**src/design/decision_tree_walk_core_macros.svh**
```systemverilog
// Assertion macros used by the walk sequencer of the decision tree walk core.
`ifndef DECISION_TREE_WALK_CORE_MACROS_SVH
`define DECISION_TREE_WALK_CORE_MACROS_SVH
`define DTW_ASSERT_IMPL(label, clk, rst, ante, cons, msg) \
   label: assert property (@(posedge clk) disable iff (rst) (ante) |-> (cons)) else $error(msg);
`define DTW_ASSERT_NEXT(label, clk, rst, ante, cons, msg) \
   label: assert property (@(posedge clk) disable iff (rst) (ante) |=> (cons)) else $error(msg);
`endif

```
**src/design/dtw_pkg.sv**
```systemverilog
// Package with shared types and constants of the decision tree walk core.
`timescale 1ns / 1ps
package dtw_pkg;
   localparam int NODE_DEPTH_DEF     = 4096;
   localparam int QUESTION_DEPTH_DEF = 512;
   localparam int VALUE_DEPTH_DEF    = 4096;
   localparam int FEATURE_COUNT_DEF  = 16;
   localparam int MAX_VALUES_DEF     = 64;
   localparam int WALK_LIMIT_DEF     = 128;

   localparam logic [2:0] FUNC_NODE     = 3'd0;
   localparam logic [2:0] FUNC_QUESTION = 3'd1;
   localparam logic [2:0] FUNC_VALUE    = 3'd2;
   localparam logic [2:0] FUNC_FEATURE  = 3'd3;
   localparam logic [2:0] FUNC_PREDICT  = 3'd4;

   localparam logic [1:0] ST_LEAF = 2'd0;
   localparam logic [1:0] ST_NULL = 2'd1;
   localparam logic [1:0] ST_OVER = 2'd2;

   typedef enum logic [2:0] {
      S_IDLE, S_NODE, S_QUEST, S_SCAN, S_LEAF, S_DONE
   } state_type;

   typedef struct packed {
      logic [1:0]  status;
      logic [11:0] leaf;
   } walk_done_type;
endpackage

```
**src/design/dtw_out.sv**
```systemverilog
// Output register stage of the decision tree walk core.
`timescale 1ns / 1ps
module dtw_out (
   input  logic        clock,
   input  logic        reset,
   input  logic        done_valid,
   output logic        done_ready,
   input  dtw_pkg::walk_done_type done_info,
   input  logic [31:0] done_mean,
   input  logic [31:0] done_spread,
   output logic        rsp_valid,
   input  logic        rsp_ready,
   output logic [31:0] rsp_result_mean,
   output logic [31:0] rsp_result_spread,
   output logic [11:0] rsp_leaf_node,
   output logic [1:0]  rsp_status
);
   import dtw_pkg::*;
   logic valid_ff, valid_in;
   logic [31:0] mean_ff, spread_ff;
   walk_done_type info_ff;

   assign done_ready = !valid_ff || rsp_ready;
   assign valid_in = done_valid ? 1'b1 : (rsp_ready ? 1'b0 : valid_ff);

   always_ff @(posedge clock) begin
      if (reset) begin
         valid_ff <= 1'b0;
      end else begin
         valid_ff <= valid_in;
      end
      if (done_valid && done_ready) begin
         mean_ff <= done_mean;
         spread_ff <= done_spread;
         info_ff <= done_info;
      end
   end

   assign rsp_valid = valid_ff;
   assign rsp_result_mean = mean_ff;
   assign rsp_result_spread = spread_ff;
   assign rsp_leaf_node = info_ff.leaf;
   assign rsp_status = info_ff.status;
endmodule

```
**config.mk**
```make
export PLATFORM = sky130hd
export DESIGN_NAME = dtw_out
export DESIGN_NICKNAME = d
export VERILOG_FILES = /design/src/design/decision_tree_walk_core_macros.svh /design/src/design/dtw_pkg.sv /design/src/design/dtw_out.sv
export SDC_FILE = /design/constraint.sdc
export NUM_CORES = 1
export LEC_CHECK = 0
export BUFFER_PORTS_ARGS = -buffer_cell sky130_fd_sc_hd__buf_2
export CELL_PAD_IN_SITES_DETAIL_PLACEMENT = 0
export CELL_PAD_IN_SITES_GLOBAL_PLACEMENT = 1
export CORE_ASPECT_RATIO = 1.4
export CORE_MARGIN = 2
export CORE_UTILIZATION = 36
export CTS_BUF_LIST = sky130_fd_sc_hd__clkbuf_8
export DETAILED_ROUTE_END_ITERATION = 8
export HOLD_SLACK_MARGIN = 0.03
export PLACE_DENSITY = 0.84
export SLEW_MARGIN = 30
export SYNTH_ARGS = -nofsm -noshare
export SYNTH_HDL_FRONTEND = slang
export SYNTH_SLANG_ARGS = --single-unit
```
**constraint.sdc**
```tcl
create_clock -name clock -period 2.93 [get_ports clock]
set_input_delay 0.879 -clock clock [delete_from_list [all_inputs] [get_ports clock]]
set_output_delay 0.879 -clock clock [all_outputs]
set_load 0.02 [all_outputs]
```
==> impl_metrics.json, run 1 <==
{
  "worst_slack_ns": 0.780,
  "grt_start_max_net_pins": 42,
  "yosysWarningCount": 0,
  "cap_violations": 0,
  "critPathKind": "in2out",
  "drt-met1-wl_um": 1620,
  "clockBufferDepth": 2,
  "h-tree-depth": 3,
  "cp-end-kind": "output port",
  "rows": 35,
  "max_freq_mhz": 465,
  "cts_tree": "done",
  "ios": 162,
  "die_area_sq_um": 7340,
  "finalInstanceArea_sq_um": 3500,
  "ir_worst_vdd_mv": 0.393,
  "cellPowerDensity_nw_per_um2": 655,
  "die_w_um": 73.0,
  "setup_viol": 0,
  "routed_wl_um": 5030,
  "fin_crit_sh_pct": 73.4,
  "intPower_uw": 1780,
  "cts_root_buffer": "clkbuf_8",
  "wl_met2_um": 2940,
  "clk_latency_ns": 0.33,
  "crit_path_start_kind": "input port",
  "critical_path_required_ns": 2.05,
  "grt-ovfl-total": 0,
  "gp_congestion": 0.689,
  "dr.pass1.iters": 4,
  "worst-path-max-fanout": 3,
  "p_sw_share_pct": 22.2,
  "drc_errors": 0,
  "drive_gt1_share_pct": 68.8,
  "io_buffers": 161,
  "hold_viol_final": 0,
  "period_needed_ns": 2.15,
  "cts_sinks": 79,
  "syn_area_sq_um": 2400,
  "routed-wl-met3_um": 325,
  "netlist_instances": 83,
  "ant_nets": 0,
  "postCtsHoldBufs": 0,
  "max_slew_margin_pct": 79.3,
  "grt_usage_pct": 13.7,
  "area_growth_pct": 45.9,
  "start_util_pct": 36.7,
  "p_clk_share_pct": 31.6,
  "synth_nets": 165,
  "slew_viol_final": 0,
  "pre_cts_slack_ns": 0.781,
  "rsz0062_at_grt": "no",
  "antennaDiodeCount": 0,
  "antenna_found_initial": 0,
  "detailed_place.area_sq_um": 3320,
  "synth-seq-cells": 79,
  "crit_arrival_ns": 1.27,
  "skew_ns": 0.00837,
  "clkTransAtPathRegs_ns": 0.07,
  "grt_pass1_wl_um": 7070,
  "routedWlPerCell_um": 15.0,
  "vias": 1459,
  "status": "finished clean",
  "grt_pass1_vias": 1469,
  "dr.first_iter.drc_count": 79,
  "total_power_uw": 2290,
  "leakage_uw": 0.00152,
  "post_cts_buffers": 0,
  "seqPwrFrac_pct": 58.2,
  "setup_tns_ns": 0,
  "drt-vias-per-instance": 4.37,
  "die_h_um": 101,
  "hold_path.class": "reg2reg",
  "switchingPower_uw": 509,
  "worst_pin_slew_ns": 0.310,
  "route.top_layer_used": "met4",
  "cts-buffers-inserted": 9,
  "synth.distinct_cells": 6,
  "syn_avg_cell_area_sq_um": 28.9,
  "core_sq_um": 6530,
  "ys_seq_area_share_pct": 98.5,
  "cts_resized": 0,
  "p_comb_share_pct": 10.1,
  "final_nets": 339
}
kinds of logic after synthesis:
logic type	count (synthesis)	share of synthesized area, %
DFF	79	98.5
buffers and inverters	1	0.156
AOI/OAI and AO/OA	1	0.365
and+or+nand+nor	2	0.939
metal layers:
| metal | track usage, % | vias up |
|---|---|---|
| met5 | 0 | - |
| met4 | 8.69 | 0 |
| met3 | 4.70 | 14 |
| met2 | 24.2 | 80 |
| met1 | 13.1 | 689 |
| li1 | - | 676 |
cell usage after synthesis, drive strengths merged:
cell type / n / area, sq um
inv: 1 / 3.75
and2: 1 / 8.76
dfxtp: 1 / 20.0
nand2b: 1 / 13.8
a21oi: 1 / 8.76
edfxtp: 78 / 2340
worst max-delay path, stage by stage:
cell and delay (ns):
buf_2 0.10, nand2b_4 0.14, buf_2 0.16
metrics by stage:
step | hold WS [ns] | cells | util, %
floorplan | 0.620 | 83 | -
global placement | 0.482 | 320 | 50.9
detailed placement | 0.491 | 320 | 50.9
CTS | 0.503 | 334 | 53.6
global route | 0.533 | 334 | 53.6
finish | 0.503 | 334 | 53.6
area by class of cell:
type	instances	area [sq um]
tap	74	92.6
inverter	1	3.75
fill	533	3030
sequential	79	2360
clock inverter	5	51.3
timing repair buffer	163	833
multi-input combinational	3	31.3
clock buffer	9	124
power groups by stage:
stage / registers, uW / logic, uW / clock network [uW]
final: 1330 / 232 / 725
after global routing: 1340 / 248 / 789
after CTS: 1340 / 236 / 752
after detailed placement: 1360 / 236 / 0
after global placement: 1360 / 231 / 0
after floorplan: 1450 / 23.8 / 0
registers in the layout (all words and copies together) (netlist names):
register,count
rsp_leaf_node,12
rsp_result_mean,32
rsp_result_spread,32
rsp_status,2
rsp_valid,1
path summary, 6_finish.rpt:
path / slack, ns / cells after the start / startpoint / endpoint
setup reg to reg: 1.57 / 3 / rsp_valid$_SDFFE_PP0P_ / rsp_result_spread[13]$_DFFE_PP_
setup / recovery: 0.78 / 3 / rsp_ready / done_ready
hold reg to reg: 0.50 / 2 / rsp_valid$_SDFFE_PP0P_ / rsp_valid$_SDFFE_PP0P_
hold / removal: 0.50 / 2 / rsp_valid$_SDFFE_PP0P_ / rsp_valid$_SDFFE_PP0P_
cells in the final DEF, fill, tap and decap left out, types with 2 or more instances in the layout:
master | Yosys | layout
buf_2 | 0 | 161
clkbuf_8 | 0 | 9
clkinv_2 | 0 | 2
edfxtp_1 | 78 | 78
Power figures use the tool's default switching activity.
==> run 2: changes to the inputs <==
--- a/config.mk
+++ b/config.mk
@@ -10,11 +10,11 @@
 export CELL_PAD_IN_SITES_GLOBAL_PLACEMENT = 1
 export CORE_ASPECT_RATIO = 1.4
 export CORE_MARGIN = 2
-export CORE_UTILIZATION = 36
+export CORE_UTILIZATION = 30
 export CTS_BUF_LIST = sky130_fd_sc_hd__clkbuf_8
 export DETAILED_ROUTE_END_ITERATION = 8
 export HOLD_SLACK_MARGIN = 0.03
-export PLACE_DENSITY = 0.84
+export PLACE_DENSITY = 0.74
 export SLEW_MARGIN = 30
 export SYNTH_ARGS = -nofsm -noshare
 export SYNTH_HDL_FRONTEND = slang
==> constraint.sdc (replaced) <==
create_clock -name clock -period 1.91 [get_ports clock]
set_input_delay 0.573 -clock clock [delete_from_list [all_inputs] [get_ports clock]]
set_output_delay 0.573 -clock clock [all_outputs]
set_load 0.02 [all_outputs]
==> run 2 against run 1 <==
  * Via count down 2.5%
  * Cell count grew 8.4%
  * Non-clock buffer count did not move
  * Worst setup slack worse by 0.41 ns
  * Clock power grew 74%
  * Routed wire length increased by 3.8%
  * Die area increased by 19%
  * Critical path type unchanged
  * Largest power group unchanged
==> impl_metrics.json, run 2 (synthesis results as in run 1) <==
{
  "status": "finished clean",
  "cts_sinks": 79,
  "hold_viol_final": 0,
  "mostFrequentLayoutCell": "buf_2",
  "hold_slack_ns": 0.394,
  "dp.cells": 346,
  "pre_cts_slack_ns": 0.331,
  "die_area_sq_um": 8730,
  "worst_pin_slew_ns": 0.275,
  "die_h_um": 110,
  "cp-end-kind": "output port",
  "hold_path.class": "in2reg",
  "max_slew_margin_pct": 81.7,
  "routed_wl_um": 5220,
  "start_util_pct": 30.9,
  "slew_viol_final": 0,
  "instances_no_fill": 362,
  "skew_ns": 0.00811,
  "crit_arrival_ns": 0.96,
  "max_freq_mhz": 650,
  "gp_congestion": 0.693,
  "antennaDiodeCount": 0,
  "antenna_found_initial": 0,
  "leakage_uw": 0.00154,
  "worst_slack_ns": 0.372,
  "grt_pass1_vias": 1395,
  "cts_resized": 0,
  "final_nets": 339,
  "h-tree-depth": 3,
  "cts_root_buffer": "clkbuf_8",
  "die_w_um": 79.6,
  "finalInstanceArea_sq_um": 3570,
  "dp_hpwl_um": 3960,
  "crit_path_start_kind": "input port",
  "postCtsHoldBufs": 0,
  "detailed_place.area_sq_um": 3370,
  "critical_path_required_ns": 1.34,
  "drt-vias-per-instance": 3.93,
  "setup_tns_ns": 0,
  "io_buffers": 161,
  "ir_worst_vdd_mv": 0.386,
  "layout_common_cells": "buf_2 (161), edfxtp_1 (78), clkbuf_8 (9), inv_1 (3)",
  "cts_tree": "done",
  "cellPowerDensity_nw_per_um2": 1030,
  "grt_pass1_wl_um": 7090,
  "period_needed_ns": 1.54,
  "clkTransAtPathRegs_ns": 0.08,
  "clockBufferDepth": 2,
  "drive_gt1_share_pct": 67.9,
  "rsz0062_at_grt": "no",
  "core_sq_um": 7750,
  "cap_violations": 0,
  "vias": 1423,
  "rows": 38,
  "routedWlPerCell_um": 14.4,
  "grt_start_max_net_pins": 53,
  "post_cts_buffers": 0,
  "ios": 162,
  "critPathKind": "in2out",
  "worst-path-max-fanout": 3,
  "grt-ovfl-total": 0,
  "cts-buffers-inserted": 9,
  "drc_errors": 0,
  "fin_crit_sh_pct": 80.5,
  "dr.first_iter.drc_count": 82,
  "grt_usage_pct": 11.6,
  "dr.pass1.iters": 4,
  "setup_viol": 0,
  "area_growth_pct": 49.0,
  "ant_nets": 0,
  "clk_latency_ns": 0.35
}
[run 2: cell types whose count changed in the layout (fill, tap and decap cells not counted)]
cell	delta
clkinv_2	-1
clkinv_1	+1
clkinvlp_4	-1
buf_4	-1
inv_1	+2
bufinv_16	+1
buf_12	+1
[run 2: final cells by class]
class                           count  area, sq um
Timing Repair Buffer              163          846
Tap cell                          100          125
Inverter                            1         3.75
Sequential cell                    79         2360
Clock inverter                      7         80.1
Multi-Input combinational cell      3         31.3
Fill cell                         693         4180
Clock buffer                        9          124
[run 2: path summary, 6_finish.rpt]
check,startpoint,endpoint,slack (ns),cells past startpoint
worst max-delay path,rsp_ready,done_ready,0.37,3
worst min-delay path,done_info[1],rsp_leaf_node[1]$_DFFE_PP_,0.39,1
worst max register to register,rsp_valid$_SDFFE_PP0P_,rsp_leaf_node[11]$_DFFE_PP_,0.71,3
worst min register to register,rsp_valid$_SDFFE_PP0P_,rsp_valid$_SDFFE_PP0P_,0.51,2
[run 2: metal layers]
| metal | vias up | global-route usage (%) | part of all wire, % |
|---|---|---|---|
| li1 | 679 | - | - |
| met1 | 645 | 12.3 | 33 |
| met2 | 83 | 18.6 | 54 |
| met3 | 16 | 4.19 | 8.7 |
| met4 | 0 | 8.99 | 4.0 |
| met5 | - | 0 | 0 |
[run 2: power by group]
| part | internal, uW | total (uW) | leakage, uW | switching, uW |
|---|---|---|---|---|
| combinational | 135 | 364 | 0.000670 | 229 |
| clock | 715 | 1260 | 0.000111 | 546 |
| sequential | 2020 | 2050 | 0.000763 | 21.4 |
[run 2: worst max-delay path: stages]
cell	delay, ns
buf_2	0.10
nand2b_4	0.14
buf_2	0.16
[run 2: per-stage QoR]
stage	power [uW]	util (%)
after detailed placement	2460	43.5
final	3670	46.1
after CTS	3730	46.1
after floorplan	2260	-
after global placement	2450	43.5
after global routing	3820	46.1
